==> config.mk <==
export PLATFORM = sky130hd
export DESIGN_NAME = tilt_complementary_filter_unit
export DESIGN_NICKNAME = d
export VERILOG_FILES = /design/src/hw/rtl/tcf_pkg.sv /design/src/hw/rtl/tcf_cordic.sv /design/src/hw/rtl/tilt_complementary_filter_unit.sv
export SDC_FILE = /design/constraint.sdc
export NUM_CORES = 2
export LEC_CHECK = 0
export ABC_AREA = 1
export ABC_CLOCK_PERIOD_IN_PS = 17960
export BUFFER_PORTS_ARGS = -buffer_cell sky130_fd_sc_hd__buf_2
export CAP_MARGIN = 0
export CORE_MARGIN = 5
export CORE_UTILIZATION = 35
export DETAILED_ROUTE_END_ITERATION = 12
export PLACE_DENSITY = 0.57
export SLEW_MARGIN = 20
export SYNTH_ARGS = -nofsm -noshare
export SYNTH_HDL_FRONTEND = slang
export SYNTH_SLANG_ARGS = --single-unit
==> constraint.sdc <==
create_clock -name aclk -period 17.96 [get_ports aclk]
set_clock_uncertainty 0.2 [all_clocks]
set_input_delay 1.796 -clock aclk [delete_from_list [all_inputs] [get_ports aclk]]
set_output_delay 1.796 -clock aclk [all_outputs]
set_load 0.005 [all_outputs]
==> src/hw/rtl/tcf_pkg.sv <==
// tilt complementary filter: shared widths, defaults and the cordic arctangent table
// used by tcf_cordic and tilt_complementary_filter_unit, no dependencies
package tcf_pkg;

    localparam int CORDIC_STEPS_DEF    = 16;
    localparam int ANGLE_FRAC_BITS_DEF = 16;

    localparam int SAMPLE_W   = 16;
    localparam int ANGLE_W    = 32;
    localparam int TABLE_LEN  = 24;
    localparam int TABLE_IDX_W = 5;
    localparam int TABLE_FRAC = 24;
    localparam int INPUT_SHIFT = 8;
    localparam int XY_W       = SAMPLE_W + INPUT_SHIFT + 3;
    localparam int Z_W        = 34;
    localparam int ATAN_W     = 30;

    localparam logic [15:0] GYRO_SCALE_RST = 16'd40;
    localparam logic [16:0] TRUST_LOW_RST  = 17'd8192;
    localparam logic [16:0] TRUST_HIGH_RST = 17'd32768;
    localparam logic [15:0] BLEND_KEEP_RST = 16'd32113;
    localparam logic [16:0] KEEP_ONE       = 17'd32768;

    // atan(2^-i) in degrees, q24
    localparam logic [ATAN_W-1:0] ATAN_Q24 [TABLE_LEN] = '{
        30'd754974720, 30'd445687602, 30'd235489088, 30'd119537938,
        30'd60000934,  30'd30029717,  30'd15018523,  30'd7509720,
        30'd3754917,   30'd1877466,   30'd938734,    30'd469367,
        30'd234684,    30'd117342,    30'd58671,     30'd29335,
        30'd14668,     30'd7334,      30'd3667,      30'd1833,
        30'd917,       30'd458,       30'd229,       30'd115
    };

endpackage

==> src/hw/rtl/tcf_cordic.sv <==
// iterative cordic atan2 in vectoring mode, one micro-rotation per cycle
// result in degrees with FRAC fraction bits; uses tcf_pkg
module tcf_cordic #(
    parameter int STEPS = tcf_pkg::CORDIC_STEPS_DEF,
    parameter int FRAC  = tcf_pkg::ANGLE_FRAC_BITS_DEF
) (
    input  logic                                 aclk,
    input  logic                                 aresetn,
    input  logic                                 start,
    input  logic signed [tcf_pkg::SAMPLE_W-1:0]  y_in,
    input  logic signed [tcf_pkg::SAMPLE_W-1:0]  x_in,
    output logic                                 done,
    output logic signed [tcf_pkg::ANGLE_W-1:0]   tilt
);

    localparam int STEPS_EFF = (STEPS < tcf_pkg::TABLE_LEN) ? STEPS : tcf_pkg::TABLE_LEN;
    localparam int CNT_W     = $clog2(STEPS_EFF);
    localparam int XY_W      = tcf_pkg::XY_W;
    localparam int Z_W       = tcf_pkg::Z_W;
    localparam int RND_SH    = tcf_pkg::TABLE_FRAC - FRAC;
    localparam logic signed [Z_W-1:0] RND_ADD = Z_W'(1) << (RND_SH - 1);
    localparam logic signed [Z_W-1:0] QUARTER =
        Z_W'({tcf_pkg::ATAN_Q24[0], 1'b0});

    typedef enum logic [1:0] {
        C_IDLE,
        C_ITER,
        C_ROUND
    } cstate_t;

    cstate_t                 state_reg;
    logic [CNT_W-1:0]        iter_reg;
    logic signed [XY_W-1:0]  x_reg;
    logic signed [XY_W-1:0]  y_reg;
    logic signed [Z_W-1:0]   z_reg;
    logic                    zero_reg;
    logic                    done_reg;
    logic signed [tcf_pkg::ANGLE_W-1:0] tilt_reg;

    logic signed [XY_W-1:0]  xs;
    logic signed [XY_W-1:0]  ys;
    logic signed [XY_W-1:0]  dx;
    logic signed [XY_W-1:0]  dy;
    logic signed [Z_W-1:0]   step_angle;
    logic signed [Z_W-1:0]   z_round;
    logic                    y_pos;

    assign xs = {{3{x_in[15]}}, x_in, {tcf_pkg::INPUT_SHIFT{1'b0}}};
    assign ys = {{3{y_in[15]}}, y_in, {tcf_pkg::INPUT_SHIFT{1'b0}}};
    assign dx = y_reg >>> iter_reg;
    assign dy = x_reg >>> iter_reg;
    assign step_angle = Z_W'(tcf_pkg::ATAN_Q24[tcf_pkg::TABLE_IDX_W'(iter_reg)]);
    assign y_pos = !y_reg[XY_W-1] && (y_reg != '0);
    assign z_round = (z_reg + RND_ADD) >>> RND_SH;

    always_ff @(posedge aclk) begin
        if (!aresetn) begin
            state_reg <= C_IDLE;
            done_reg  <= 1'b0;
            iter_reg  <= '0;
        end else begin
            done_reg <= (state_reg == C_ROUND);
            unique case (state_reg)
                C_IDLE: begin
                    if (start) begin
                        zero_reg  <= (x_in == '0) && (y_in == '0);
                        iter_reg  <= '0;
                        state_reg <= C_ITER;
                        if (x_in[15]) begin
                            if (!y_in[15]) begin
                                x_reg <= ys;
                                y_reg <= -xs;
                                z_reg <= QUARTER;
                            end else begin
                                x_reg <= -ys;
                                y_reg <= xs;
                                z_reg <= -QUARTER;
                            end
                        end else begin
                            x_reg <= xs;
                            y_reg <= ys;
                            z_reg <= '0;
                        end
                    end
                end
                C_ITER: begin
                    if (y_pos) begin
                        x_reg <= x_reg + dx;
                        y_reg <= y_reg - dy;
                        z_reg <= z_reg + step_angle;
                    end else begin
                        x_reg <= x_reg - dx;
                        y_reg <= y_reg + dy;
                        z_reg <= z_reg - step_angle;
                    end
                    iter_reg <= iter_reg + 1'b1;
                    if (iter_reg == CNT_W'(STEPS_EFF - 1)) begin
                        state_reg <= C_ROUND;
                    end
                end
                C_ROUND: begin
                    tilt_reg  <= zero_reg ? '0 : z_round[tcf_pkg::ANGLE_W-1:0];
                    state_reg <= C_IDLE;
                end
                default: state_reg <= C_IDLE;
            endcase
        end
    end

    assign done = done_reg;
    assign tilt = tilt_reg;

endmodule

==> src/hw/rtl/tilt_complementary_filter_unit.sv <==
// sequence: gyro update of pitch and roll, then, if the acceleration is trusted, a cordic
//   run and blend for pitch and then for roll; no new request is taken meanwhile
// throughput: set by the two cordic runs (with correction), the single shared multiplier
//   and m_tready stalls at the output; s_tready returns when the result is loaded
// reset: synchronous active-low aresetn clears angles, registers to defaults, output invalid
// top level: sequencer, shared multiplier, apb registers; uses tcf_pkg and tcf_cordic
module tilt_complementary_filter_unit #(
    parameter int CORDIC_STEPS    = tcf_pkg::CORDIC_STEPS_DEF,
    parameter int ANGLE_FRAC_BITS = tcf_pkg::ANGLE_FRAC_BITS_DEF
) (
    input  logic        aclk,
    input  logic        aresetn,
    input  logic        s_tvalid,
    output logic        s_tready,
    input  logic [79:0] s_tdata,   // accel_x, accel_y, accel_z, rate_x, rate_y
    output logic        m_tvalid,
    input  logic        m_tready,
    output logic [63:0] m_tdata,   // pitch_out, roll_out
    output logic [0:0]  m_tuser,   // accel_used
    input  logic        psel,
    input  logic        penable,
    input  logic        pwrite,
    input  logic [3:0]  paddr,
    input  logic [31:0] pwdata,
    output logic [31:0] prdata,
    output logic        pready
);

    localparam int AW = tcf_pkg::ANGLE_W;
    localparam int PW = 50;
    localparam int SW = 51;

    typedef enum logic [1:0] {
        REG_GYRO_SCALE = 2'd0,
        REG_TRUST_LOW  = 2'd1,
        REG_TRUST_HIGH = 2'd2,
        REG_BLEND_KEEP = 2'd3
    } reg_idx_t;

    typedef enum logic [3:0] {
        S_IDLE,
        S_GP,
        S_GR,
        S_GW,
        S_CSTART,
        S_CWAIT,
        S_B1,
        S_B2,
        S_B3,
        S_B4,
        S_DONE
    } state_t;

    state_t state_reg;

    logic [15:0] gyro_scale_reg;
    logic [16:0] trust_low_reg;
    logic [16:0] trust_high_reg;
    logic [15:0] blend_keep_reg;

    logic signed [15:0]   ax_reg, ay_reg, az_reg, rx_reg, ry_reg;
    logic                 used_reg;
    logic                 phase_reg;
    logic signed [AW-1:0] pitch_reg;
    logic signed [AW-1:0] roll_reg;
    logic signed [PW-1:0] prod_reg;
    logic signed [SW-1:0] acc_reg;
    logic                 m_tvalid_reg;
    logic [63:0]          m_tdata_reg;
    logic                 m_tuser_reg;

    logic signed [AW-1:0] mul_a;
    logic [17:0]          mul_b;
    logic signed [PW-1:0] prod_next;
    logic [16:0]          keep_eff;
    logic [16:0]          keep_comp;
    logic [16:0]          abs_x, abs_y, abs_z;
    logic [17:0]          mag;
    logic                 used_next;
    logic signed [AW-1:0] angle_sel;
    logic signed [SW-1:0] gyro_sum;
    logic signed [SW-1:0] blend_shift;
    logic                 cordic_start;
    logic signed [15:0]   cordic_y;
    logic                 cordic_done;
    logic signed [AW-1:0] cordic_tilt;
    logic                 cfg_write;

    function automatic logic signed [AW-1:0] sat32(input logic signed [SW-1:0] v);
        logic signed [SW-1:0] hi;
        logic signed [SW-1:0] lo;
        hi = SW'({1'b0, {(AW-1){1'b1}}});
        lo = -hi - SW'(1);
        if (v > hi) begin
            return hi[AW-1:0];
        end else if (v < lo) begin
            return lo[AW-1:0];
        end
        return v[AW-1:0];
    endfunction

    // apb registers
    assign pready    = 1'b1;
    assign cfg_write = psel && penable && pwrite && pready;

    always_ff @(posedge aclk) begin
        if (!aresetn) begin
            gyro_scale_reg <= tcf_pkg::GYRO_SCALE_RST;
            trust_low_reg  <= tcf_pkg::TRUST_LOW_RST;
            trust_high_reg <= tcf_pkg::TRUST_HIGH_RST;
            blend_keep_reg <= tcf_pkg::BLEND_KEEP_RST;
        end else if (cfg_write) begin
            unique case (reg_idx_t'(paddr[3:2]))
                REG_GYRO_SCALE: gyro_scale_reg <= pwdata[15:0];
                REG_TRUST_LOW:  trust_low_reg  <= pwdata[16:0];
                REG_TRUST_HIGH: trust_high_reg <= pwdata[16:0];
                REG_BLEND_KEEP: blend_keep_reg <= pwdata[15:0];
                default: ;
            endcase
        end
    end

    always_comb begin
        unique case (reg_idx_t'(paddr[3:2]))
            REG_GYRO_SCALE: prdata = 32'(gyro_scale_reg);
            REG_TRUST_LOW:  prdata = 32'(trust_low_reg);
            REG_TRUST_HIGH: prdata = 32'(trust_high_reg);
            REG_BLEND_KEEP: prdata = 32'(blend_keep_reg);
            default:        prdata = '0;
        endcase
    end

    // acceleration magnitude and trust window
    assign abs_x = s_tdata[15] ? (17'd0 - {1'b1, s_tdata[15:0]}) : {1'b0, s_tdata[15:0]};
    assign abs_y = s_tdata[31] ? (17'd0 - {1'b1, s_tdata[31:16]}) : {1'b0, s_tdata[31:16]};
    assign abs_z = s_tdata[47] ? (17'd0 - {1'b1, s_tdata[47:32]}) : {1'b0, s_tdata[47:32]};
    assign mag   = 18'(abs_x) + 18'(abs_y) + 18'(abs_z);
    assign used_next = (mag > {1'b0, trust_low_reg}) && (mag < {1'b0, trust_high_reg});

    assign keep_eff  = ({1'b0, blend_keep_reg} > tcf_pkg::KEEP_ONE) ?
                       tcf_pkg::KEEP_ONE : {1'b0, blend_keep_reg};
    assign keep_comp = tcf_pkg::KEEP_ONE - keep_eff;
    assign angle_sel = phase_reg ? roll_reg : pitch_reg;

    // shared multiplier operand select
    always_comb begin
        unique case (state_reg)
            S_GP: begin
                mul_a = AW'(rx_reg);
                mul_b = 18'(gyro_scale_reg);
            end
            S_GR: begin
                mul_a = AW'(0) - AW'(ry_reg);
                mul_b = 18'(gyro_scale_reg);
            end
            S_B1: begin
                mul_a = angle_sel;
                mul_b = 18'(keep_eff);
            end
            S_B2: begin
                mul_a = cordic_tilt;
                mul_b = 18'(keep_comp);
            end
            default: begin
                mul_a = '0;
                mul_b = '0;
            end
        endcase
    end

    assign prod_next   = PW'(mul_a) * $signed(PW'(mul_b));
    assign gyro_sum    = SW'(angle_sel) + SW'(prod_reg);
    assign blend_shift = acc_reg >>> 15;

    assign cordic_start = (state_reg == S_CSTART);
    assign cordic_y     = phase_reg ? ax_reg : ay_reg;

    tcf_cordic #(
        .STEPS (CORDIC_STEPS),
        .FRAC  (ANGLE_FRAC_BITS)
    ) u_cordic (
        .aclk    (aclk),
        .aresetn (aresetn),
        .start   (cordic_start),
        .y_in    (cordic_y),
        .x_in    (az_reg),
        .done    (cordic_done),
        .tilt    (cordic_tilt)
    );

    always_ff @(posedge aclk) begin
        prod_reg <= prod_next;
    end

    always_ff @(posedge aclk) begin
        if (!aresetn) begin
            state_reg    <= S_IDLE;
            pitch_reg    <= '0;
            roll_reg     <= '0;
            phase_reg    <= 1'b0;
            m_tvalid_reg <= 1'b0;
        end else begin
            if (m_tvalid_reg && m_tready && (state_reg != S_DONE)) begin
                m_tvalid_reg <= 1'b0;
            end
            unique case (state_reg)
                S_IDLE: begin
                    if (s_tvalid) begin
                        ax_reg    <= s_tdata[15:0];
                        ay_reg    <= s_tdata[31:16];
                        az_reg    <= s_tdata[47:32];
                        rx_reg    <= s_tdata[63:48];
                        ry_reg    <= s_tdata[79:64];
                        used_reg  <= used_next;
                        phase_reg <= 1'b0;
                        state_reg <= S_GP;
                    end
                end
                S_GP: state_reg <= S_GR;
                S_GR: begin
                    pitch_reg <= sat32(gyro_sum);
                    phase_reg <= 1'b1;
                    state_reg <= S_GW;
                end
                S_GW: begin
                    roll_reg  <= sat32(gyro_sum);
                    phase_reg <= 1'b0;
                    state_reg <= used_reg ? S_CSTART : S_DONE;
                end
                S_CSTART: state_reg <= S_CWAIT;
                S_CWAIT: begin
                    if (cordic_done) begin
                        state_reg <= S_B1;
                    end
                end
                S_B1: state_reg <= S_B2;
                S_B2: begin
                    acc_reg   <= SW'(prod_reg);
                    state_reg <= S_B3;
                end
                S_B3: begin
                    acc_reg   <= acc_reg + SW'(prod_reg) + SW'(16384);
                    state_reg <= S_B4;
                end
                S_B4: begin
                    if (phase_reg) begin
                        roll_reg  <= sat32(blend_shift);
                        state_reg <= S_DONE;
                    end else begin
                        pitch_reg <= sat32(blend_shift);
                        phase_reg <= 1'b1;
                        state_reg <= S_CSTART;
                    end
                end
                S_DONE: begin
                    if (!m_tvalid_reg || m_tready) begin
                        m_tdata_reg  <= {roll_reg, pitch_reg};
                        m_tuser_reg  <= used_reg;
                        m_tvalid_reg <= 1'b1;
                        state_reg    <= S_IDLE;
                    end
                end
                default: state_reg <= S_IDLE;
            endcase
        end
    end

    assign s_tready   = (state_reg == S_IDLE);
    assign m_tvalid   = m_tvalid_reg;
    assign m_tdata    = m_tdata_reg;
    assign m_tuser[0] = m_tuser_reg;

endmodule

After elaboration in Yosys (flattened, before gate mapping):

Memories as Yosys holds them, arrays and structs flattened.
Cells that the tools add are included.

* word-level logic and storage cells: 192
* output and inout port bits: 100
* memories: 1
* register bits after elaboration: 505
* bits in read-only memories: 960

* bitwise logic cells: 1
* reduce and logical (&&, ||, !) cells: 39
* magnitude comparators: 8
* eq/ne operators: 24
* multiply operators: 1
* add/subtract/negate cells: 20
* shifts and indexed selects: 2
* mux-type cells: 69

Memory list
* (no name shown): depth 32, width 30, read ports 1, clocked after memory_dff 0, write ports 0, RTL line tcf_cordic.sv:52 `assign step_angle = Z_W'(tcf_pkg::ATAN_Q24[tcf_pkg::TABLE_IDX_W'(iter_reg)]);`

Operator list (number)
* $mux W32: 11
* $pmux W32 S4: 2
* $mux W27: 8
* $mux W34: 4
* $pmux W32 S2: 2
* $pmux W27 S2: 2
* $pmux W51 S2: 1
* $pmux W34 S2: 1
* $mux W30: 2
* $add A27 B27 Y27: 2
* $neg A24 Y27: 2
* $sshr A27 B4 Y27: 2
* $sub A27 B27 Y27: 2
* $add A32 B50 Y51: 1
* $add A51 B16 Y51 const B: 1
* $add A51 B50 Y51: 1
* $gt A51 B32 Y1 const B: 1
* $lt A51 B32 Y1 const B: 1
* $mux W17: 3
* $pmux W17 S3: 1
* $sub A1 B17 Y17 const A: 3
* $mul A32 B18 Y50: 1
* $pmux W4 S11: 1
* $gt A36 B32 Y1 const B: 1
* other kinds (42): 108

Logic depth before layout (Yosys ltp):

* word-level depth: 9
* depth in mapped cells: 46

Cells and area by module:

Synthesis repeated with hierarchy kept, for this count alone.

* cells, all modules: 8276
* area, all modules: 60725.7 um^2

By module, submodules not included
* tilt_complementary_filter_unit: area an instance 45247.1 um^2, times used 1, cells each 5843
* tcf_cordic: area an instance 15478.6 um^2, times used 1, cells each 2433

Least setup slack after synthesis:

OpenSTA, ideal clock, no wires.

* path kind: flip-flop to flip-flop
* start: register ry_reg[0]
* end: register prod_reg[49]
* slack: 10421 ps
* clock period less this slack: 7539 ps
* required time: 17640 ps
* cell stages (with the launch flop): 43
* buffers on the path: 1
* library setup time: 120 ps
* data arrival time: 7218 ps
* cells stage by stage: edfxtp_1 > inv_1 > ha_1 > inv_1 > nor2_1 > inv_1 > nor2_1 > nand2_1 > inv_2 > nand3_1 > nor2_1 > nand2_1 > nor3_2 > nand2_1 > o21ai_1 > inv_2 > nand2_1 > nand2_1 > (+7 left out) > inv_1 > fa_1 > fa_1 > inv_1 > fa_1 > inv_1 > ha_1 > a21oi_1 > o21a_1 > o221a_2 > o21ai_0 > a21oi_1 > inv_1 > a21oi_1 > o21ai_0 > nand2_1 > nand3_1 > xnor2_1

* word-level cells in the longest chain between the ends: 3

Ends and longest elaborated chain
* from (decl): RTL line tilt_complementary_filter_unit.sv:61 `logic signed [15:0] ax_reg, ay_reg, az_reg, rx_reg, ry_reg;`
* from (signal assigned): RTL line tilt_complementary_filter_unit.sv:213 `ry_reg <= s_tdata[79:64];`
* $sub A1 B16 Y17: RTL line tilt_complementary_filter_unit.sv:153 `mul_a = AW'(0) - AW'(ry_reg);`
* $pmux W32 S4: RTL line tilt_complementary_filter_unit.sv:147 `unique case (state_reg)`
* $mul A32 B18 Y50: RTL line tilt_complementary_filter_unit.sv:171 `assign prod_next = PW'(mul_a) * $signed(PW'(mul_b));`
* via prod_next[49]: RTL line tilt_complementary_filter_unit.sv:74 `logic signed [PW-1:0] prod_next;`
* to (signal assigned): RTL line tilt_complementary_filter_unit.sv:192 `prod_reg <= prod_next;`
* to (decl): RTL line tilt_complementary_filter_unit.sv:66 `logic signed [PW-1:0] prod_reg;`

The timed path passes the listed nets, and every way through them passes these cells.
A chain may end at the register's enable or synchronous reset.

Worst setup path after layout:

* start: register phase_reg
* end: register prod_reg[49]

* word-level cells in the longest chain between the ends: 3

Ends and longest elaborated chain
* from (decl): RTL line tilt_complementary_filter_unit.sv:63 `logic phase_reg;`
* from (signal assigned): RTL line tilt_complementary_filter_unit.sv:200 `phase_reg <= 1'b0;`
* from (signal assigned): RTL line tilt_complementary_filter_unit.sv:215 `phase_reg <= 1'b0;`
* from (signal assigned): RTL line tilt_complementary_filter_unit.sv:222 `phase_reg <= 1'b1;`
* $mux W32: RTL line tilt_complementary_filter_unit.sv:143 `assign angle_sel = phase_reg ? roll_reg : pitch_reg;`
* $pmux W32 S4: RTL line tilt_complementary_filter_unit.sv:147
* $mul A32 B18 Y50: RTL line tilt_complementary_filter_unit.sv:171
* via prod_next[49]: RTL line tilt_complementary_filter_unit.sv:74

The timed path passes the listed nets, and every way through them passes these cells.

==> flow_summary_export.csv <==
group,metric,value,unit
status,status,"complete, no violations",
global_route,track_usage,22.9,%
floorplanning,die-area,180000,sq um
floorplanning,rows,152,
placed_design,gp_congestion,0.944,
worst_setup_path,cp_data_required_time,18.33,ns
pwr,p_int,2800,uW
drt,wl_per_cell,20.2,microns
floorplanning,start_util,35.1,%
drt,drcViolationCount,0,
logic_synthesis,synth_top_area_share,18.1,%
global_route,grt_pass1_wl,320,mm
drt,dr.first_iter.drc_count,4150,
clock_tree,htreeDepth,2,
global_route,grt_start_max_net_pins,84,
logic_synthesis,yosysWarningCount,0,
logic_synthesis,synth_edf_count,312,
clock_tree,cts_tree,"yes",
clock_tree,clkLatencyLatePin,0.70,ns
clock_tree,clock-sinks,505,
global_route,antenna_found_initial,4,
drt,drtAntennaViolNets,0,
logic_synthesis,ys_seq_elements,505,
clock_tree,clk_path_buf_depth,3,
sta,rsz0062_at_grt,"no",
worst_setup_path,setup.worst_path.class,"flip-flop to flip-flop",
flow_run,maxCapViolCount,0,
floorplanning,die_h,424,microns
sta,slew_headroom,24.9,%
clock_tree,hold_buffers,0,
pwr,combPwrFrac,46.0,%
floorplanning,ios,223,
clock_tree,post_cts_buffers,0,
worst_setup_path,arrival,10.21,ns
drt,routed_wirelength,211,mm
worst_setup_path,end_kind,"flip-flop",
logic_synthesis,ys_seq_area_share,22.0,%
drt,vias,53700,
sta,setup_viol,0,
sta,hold_viol_final,0,
pwr,switching_share,45.0,%
logic_synthesis,synthArstFlopShare,0,%
final_layout,layout-drive-gt1-share,6.99,%
placed_design,hpwl,172,mm
pwr,power.density,78.0,nW/um^2
pwr,pwr-share-seq,28.8,%
final_layout,largest_register_ffs,64,
worst_setup_path,cpMostUsedCell,"fa_1",
sta,min_period,9.84,ns
worst_setup_path,critPathLaunchType,"flip-flop",
pwr,p_leak,0.0314,uW
drt,drt_first_pass_iters,6,
final_layout,fin_nets,9221,
logic_synthesis,synth_area,60100,sq um
global_route,grt_pass1_vias,53300,
logic_synthesis,yosysMostFrequentCell,"nand2_1",
logic_synthesis,synthTopCellsByCount,"nand2_1, inv_1, nor2_1, a21oi_1, fa_1",
sta,fmax,102,MHz
pwr,ir_worst_vdd,0.0935,mV
sta,worstMarginPinSlew,1.12,ns
worst_setup_path,crit_slowest_cell,"nor4_4",
sta,drv_slew,0,
sta,fin_crit_sh,54.8,%
sta,fin_setup_tns,0,ns
clock_tree,clkTransAtPathRegs,0.06,ns
final_layout,area_delta_synth_final,8.42,%
drt,viasPerCell,5.15,
worst_setup_path,slowest_delay,0.70,ns
floorplanning,core,171000,sq um
clock_tree,cts_buffers,59,
global_route,overflow,0,
clock_tree,cts_resized,0,
logic_synthesis,synth_top_area_cell,"fa_1",
worst_hold_path,hold_path.class,"flip-flop to flip-flop",
worst_setup_path,path_max_fanout,51,
logic_synthesis,yosysUniqueCellTypes,85,
logic_synthesis,synth-main-ff-cell,"edfxtp_1",
logic_synthesis,synth.area.top_cells,"fa_1, edfxtp_1, nand2_1",
logic_synthesis,postSynthCellCount,8065,
pwr,clock_power_share,25.1,%
sta,hold_ws,0.262,ns
clock_tree,root_buffer,"clkbuf_16",
placed_design,io_buffers,189,
logic_synthesis,syn_avg_cell_area,7.45,sq um
floorplanning,die_x,424,microns
pwr,switchingPower,2280,uW
-- cells by family after synthesis --
kind of cell | synth area share (%)
AO/OA/AOI/OAI | 14.0
XOR/XNOR | 3.51
adder cells (fa/ha/maj) | 26.8
buffers and inverters | 11.5
flip-flops | 22.0
multiplexers | 0.785
other | 0.0125
AND/OR/NAND/NOR | 21.3
-- layout make-up --
class	count	area (sq um)
clock inverter	39	384
sequential	505	13200
timing repair buffer	245	1370
multi-input combinational	5832	40100
inverter	1492	5610
clock buffer	72	1650
fill	18100	106000
antenna	2	5.00
tap	2233	2790
-- cells in the final DEF, fill, tap and decap left out, types with 45 or more instances in the layout --
| master | Yosys | routed |
|---|---|---|
| buf_4 | 26 | 57 |
| a31oi_1 | 58 | 58 |
| nor2_1 | 786 | 777 |
| or2_2 | 45 | 45 |
| nor3_1 | 57 | 56 |
| xnor2_1 | 86 | 86 |
| clkbuf_16 | 0 | 62 |
| buf_2 | 55 | 188 |
| inv_1 | 1444 | 1444 |
| fa_1 | 544 | 544 |
| dfxtp_1 | 193 | 189 |
| o21a_1 | 45 | 45 |
| a21oi_1 | 553 | 551 |
| ha_1 | 419 | 419 |
| nand3_1 | 239 | 239 |
| o21ai_1 | 97 | 98 |
| xor2_1 | 155 | 155 |
| o21ai_0 | 495 | 494 |
| nand2_1 | 1727 | 1724 |
| nand4_1 | 60 | 60 |
| edfxtp_1 | 312 | 312 |
-- metal layers --
layer	global-route usage (%)	part of all wire, %	vias up
met5	0	0.0062	-
met4	9.79	5.1	2
met3	2.53	5.1	338
met2	40.2	49	1647
met1	28.5	41	25800
li1	-	-	25900
-- through the flow --
step	area, sq um	instances	power, uW	setup WS, ns	util, %
after floorplan	60200	8082	3020	10.42	-
after global placement	63100	10300	3800	8.17	36.9
after detailed placement	63100	10300	3820	8.20	36.9
after CTS	65100	10400	5120	8.22	38.1
after global routing	65100	10400	5420	7.68	38.1
final	65100	10400	5080	8.12	38.1
-- power groups by stage --
stage / Combinational, uW / Sequential (uW) / Clock [uW]
after floorplan: 1620 / 1400 / 0
after global placement: 2300 / 1490 / 0
after detailed placement: 2330 / 1490 / 0
after CTS: 2340 / 1470 / 1310
after global routing: 2600 / 1460 / 1360
final: 2340 / 1460 / 1280
-- critical path, delay by kind of cell, from the launching register on --
kind                     cells  cell delay, ns
adder cells (fa/ha/maj)      7            3.47
AO/OA/AOI/OAI                8            2.14
buffers and inverters        7            1.73
AND/OR/NAND/NOR              6            1.69
flip-flops                   1            0.31
XOR/XNOR                     1            0.13
-- path summary, 6_finish.rpt --
kind                              startpoint      endpoint  slack (ns)  cells after the start
worst max register to register     phase_reg  prod_reg[49]        8.12                     29
worst max-delay path               phase_reg  prod_reg[49]        8.12                     29
worst min register to register  pitch_reg[9]    m_tdata[9]        0.26                      0
worst min-delay path            pitch_reg[9]    m_tdata[9]        0.26                      0
Power figures use the tool's default switching activity.
